File: src/rtl/core/price_level_order_book_defines.svh
// assertion macros for the order book datapath rtl
`ifndef PRICE_LEVEL_ORDER_BOOK_DEFINES_SVH
`define PRICE_LEVEL_ORDER_BOOK_DEFINES_SVH

// same-cycle implication, checked out of reset
`define PLOB_ASSERT_IMP(lbl, ante, cons, msg) \
    lbl: assert property (@(posedge i_clk) disable iff (!i_rst_n) (ante) |-> (cons)) \
        else $error(msg);

// next-cycle implication, checked out of reset
`define PLOB_ASSERT_NXT(lbl, ante, cons, msg) \
    lbl: assert property (@(posedge i_clk) disable iff (!i_rst_n) (ante) |=> (cons)) \
        else $error(msg);

`endif

File: src/rtl/core/plob_pkg.sv
package plob_pkg;

    // sizing
    localparam int ORDER_SLOTS = 1024;
    localparam int LEVELS      = 64;
    localparam int PRICE_BITS  = 40;

    localparam int ORD_AW = $clog2(ORDER_SLOTS);
    localparam int IDX_W  = $clog2(LEVELS);
    localparam int DEP_W  = $clog2(LEVELS + 1);
    localparam int SH_W   = 32;
    localparam int TOT_W  = 42;
    localparam int CNT_W  = 11;
    localparam int ORD_W  = 2 + PRICE_BITS + SH_W;

    localparam logic [PRICE_BITS-1:0] PRICE_MASK = {PRICE_BITS{1'b1}};

    typedef enum logic [1:0] {
        REQ_ADD    = 2'd0,
        REQ_MODIFY = 2'd1,
        REQ_REMOVE = 2'd2,
        REQ_QUERY  = 2'd3
    } t_req;

    typedef enum logic [1:0] {
        ST_OK   = 2'd0,
        ST_NONE = 2'd1,
        ST_DUP  = 2'd2,
        ST_FULL = 2'd3
    } t_status;

    typedef enum logic [1:0] {
        S_CLEAR,
        S_IDLE,
        S_READ,
        S_COMMIT
    } t_state;

    typedef struct packed {
        logic clear;
        logic accept;
        logic lookup;
        logic commit;
    } t_cmd;

    typedef struct packed {
        logic clr_done;
        logic out_free;
    } t_sts;

    // bids rank high first, asks low first
    function automatic logic better(input logic side,
                                    input logic [PRICE_BITS-1:0] a,
                                    input logic [PRICE_BITS-1:0] b);
        return side ? (a < b) : (a > b);
    endfunction

endpackage

File: src/rtl/core/plob_ctrl.sv
module plob_ctrl import plob_pkg::*; (
    input  logic i_clk,
    input  logic i_rst_n,
    input  logic i_in_valid,
    output logic o_in_ready,
    input  t_sts i_sts,
    output t_cmd o_cmd
);

    t_state r_state;
    t_state n_state;

    // state register
    always_ff @(posedge i_clk) begin
        if (!i_rst_n) begin
            r_state <= S_CLEAR;
        end else begin
            r_state <= n_state;
        end
    end

    // next state
    always_comb begin
        n_state = r_state;
        unique case (r_state)
            S_CLEAR:  if (i_sts.clr_done) n_state = S_IDLE;
            S_IDLE:   if (i_in_valid) n_state = S_READ;
            S_READ:   n_state = S_COMMIT;
            S_COMMIT: if (i_sts.out_free) n_state = S_IDLE;
            default:  n_state = S_CLEAR;
        endcase
    end

    // commands to the datapath
    always_comb begin
        o_cmd      = '0;
        o_in_ready = 1'b0;
        unique case (r_state)
            S_CLEAR:  o_cmd.clear = !i_sts.clr_done;
            S_IDLE: begin
                o_in_ready   = 1'b1;
                o_cmd.accept = i_in_valid;
            end
            S_READ:   o_cmd.lookup = 1'b1;
            S_COMMIT: o_cmd.commit = i_sts.out_free;
            default:  o_cmd = '0;
        endcase
    end

endmodule

File: config.mk
export PLATFORM = sky130hd
export DESIGN_NAME = plob_ctrl
export DESIGN_NICKNAME = d
export VERILOG_FILES = /design/src/rtl/core/price_level_order_book_defines.svh /design/src/rtl/core/plob_pkg.sv /design/src/rtl/core/plob_ctrl.sv
export SDC_FILE = /design/constraint.sdc
export NUM_CORES = 1
export LEC_CHECK = 0
export BUFFER_PORTS_ARGS = -buffer_cell sky130_fd_sc_hd__buf_4
export CORE_AREA = 4 4 41 43
export DETAILED_ROUTE_END_ITERATION = 7
export DIE_AREA = 0 0 45 47
export PLACE_DENSITY_LB_ADDON = 0.25
export SLEW_MARGIN = 20
export SYNTH_ARGS = -nofsm -noshare
export SYNTH_HDL_FRONTEND = slang
export SYNTH_SLANG_ARGS = --single-unit
File: constraint.sdc
create_clock -name i_clk -period 2.9 [get_ports i_clk]
set_clock_uncertainty 0.1 [all_clocks]
set_input_delay 0.435 -clock i_clk [delete_from_list [all_inputs] [get_ports i_clk]]
set_output_delay 0.435 -clock i_clk [all_outputs]
set_load 0.01 [all_outputs]
==> impl_metrics.toml <==
[timing]
drv_slew = 0
setup_violations = 0
period_share_pct = 59.6
fin_setup_tns_ns = 0
slew_headroom_pct = 82.6
holdWs_ns = 0.406
worstMarginPinSlew_ns = 0.261
final-hold-violation-count = 0
fmax_mhz = 579
fin_crit_ns = 1.73
rsz0062_at_grt = "no"
worst_slack_ns = 1.17

[yosys]
syn_nets = 31
synth_edf_count = 0
ys_seq_elements = 2
synth_cell_types = 11
synthTopCellsByCount = "ha_1 (5), inv_1 (3), nand2_1 (3)"
ys_top_cells_by_area = "ha_1 (30%), dfxtp_1 (19%), a221oi_4 (13%)"
synth-main-ff-cell = "dfxtp_1"
async_reset_ff_share_pct = 0
synth_area_leader_cell = "ha_1"
synth_area_um2 = 209
synth.most_common_cell = "ha_1"
yosys.area.top_type_share_pct = 29.9
syn-instance-count = 21
syn_avg_cell_area_um2 = 9.95
yosys_warnings = 0
ys_seq_area_share_pct = 19.2

[placement]
dp_slack_ns = 1.38
place_hpwl_um = 368
place_congestion = 0.739
place_area_um2 = 295
io_buffers = 9

[clock_tree]
ctsResizeCount = 0
hold_buffers = 0
clk_latency_ns = 0.22
postCtsSetupBuffers = 0
htreeDepth = 1
clock-root-buffer = "clkbuf_4"
cts_tree = "done"
cts_max_path_buffers = 2
clk_pin_slew_ns = 0.03
numCtsBuffers = 3
cts_num_sinks = 2

[pwr]
switching_share_pct = 35.1
peakVddDrop_v = 0.000363
cell_internal_pwr_uw = 151
total_leakage_power_uw = 0.000169
p_per_area_nw_per_um2 = 731
p_total_uw = 232
seqPwrFrac_pct = 21.0
clockPowerShare_pct = 25.8
switchingPower_uw = 81.5
combPwrFrac_pct = 53.3

[routing]
highest-signal-layer = "met3"
drt-total-wl_um = 421
drc_errors = 0
wl_per_cell_um = 8.77
drt-initial-drc-count = 0
routed-via-count = 176
drtPass1Iterations = 1
dr_wl_met2_um = 160
wl_met3_um = 59
wl_met1_um = 201
antenna_left = 0
avgViaCountPerCell = 3.67

[floorplan]
num_rows = 13
start_util_pct = 16.1
dieArea_um2 = 2120
die_w_um = 45
die-height_um = 47
io_pins = 10
core_area_um2 = 1300

[flow_run]
drv_cap = 0

[global_routing]
antenna_found_initial = 0
grt_pass1_wl_um = 710
grt_max_degree = 6
grt_pass1_vias = 175
grt.total_usage_pct = 4.73
overflow = 0

[layout]
largest_reg_flops = 2
syn2layout_area_growth_pct = 52.1
regMostFlops = "r_state"
diodes = 0
nFillCells = 146
fin_area_um2 = 318
drive_gt1_share_pct = 48.5
regArea_um2 = 40.0
largestRegisters = "r_state (2)"
multiInputGateArea_um2 = 154
nNetsFinal = 45

[critical_path]
cp-start-kind = "flip-flop"
crit_start = "r_state[1]"
timing.rr.start = "r_state[0]"
required_ns = 2.37
critPathMaxFanout = 4
cp_data_arrival_time_ns = 1.19
crit_type = "flip-flop to output pin"
endpoint_kind = "output pin"

[status]
outcome = "completed"

[min_path]
hold_class = "flip-flop to flip-flop"
worstHoldStart = "r_state[1]"
==> worst max-delay path, stage by stage, from the launching register on <==
cell     delay (ns)
dfxtp_1        0.36
inv_1          0.09
ha_1           0.24
and2_1         0.15
buf_4          0.13
==> power by group through the flow <==
| stage | clock network (uW) | logic, uW | registers, uW |
|---|---|---|---|
| floorplan | 0 | 84.6 | 46.7 |
| global placement | 0 | 126 | 48.2 |
| detailed placement | 0 | 126 | 49.3 |
| CTS | 64.7 | 127 | 48.9 |
| global route | 65.3 | 139 | 51.5 |
| finish | 59.8 | 124 | 48.7 |
==> kinds of logic after synthesis <==
kind of cell             Yosys count  synth area share (%)
AO/OA/AOI/OAI                      1                  12.6
adder cells (fa/ha/maj)            5                  29.9
buffers and inverters              4                  7.18
flip-flops                         2                  19.2
multiplexers                       2                  9.58
AND/OR/NAND/NOR                    7                  21.6
==> layout by cell type, fill, tap and decap left out, drive strengths merged <==
cell type  n
buf        9
ha         5
inv        4
nand2      3
clkbuf     3
mux2i      2
dfxtp      2
and2       2
nor2b      1
nand2b     1
a221oi     1
==> path summary, 6_finish.rpt <==
kind,endpoint,cells past startpoint,slack (ns)
worst max-delay path,o_cmd[2],4,1.17
worst min-delay path,r_state[1],2,0.41
worst max register to register,r_state[1],5,1.46
worst min register to register,r_state[1],2,0.41
==> layer usage <==
metal  GRT usage (%)  vias to the layer above
met2            6.50                       10
met4            3.51                        0
li1                -                       90
met3            1.53                        0
met5               0                        -
met1            6.11                       76
==> cell type report <==
cell class | count | share of cell area [%]
tap | 15 | 5.91
inverter | 4 | 4.72
multi-input combinational | 15 | 48.4
clock buffer | 3 | 7.09
timing repair buffer | 9 | 21.3
sequential | 2 | 12.6
==> stage by stage <==
stage / instances / utilization, %
finish: 48 / 24.4
global route: 48 / 24.4
floorplan: 21 / -
global placement: 45 / 22.7
CTS: 48 / 24.4
detailed placement: 45 / 22.7
(Power assumes the default switching activity.)
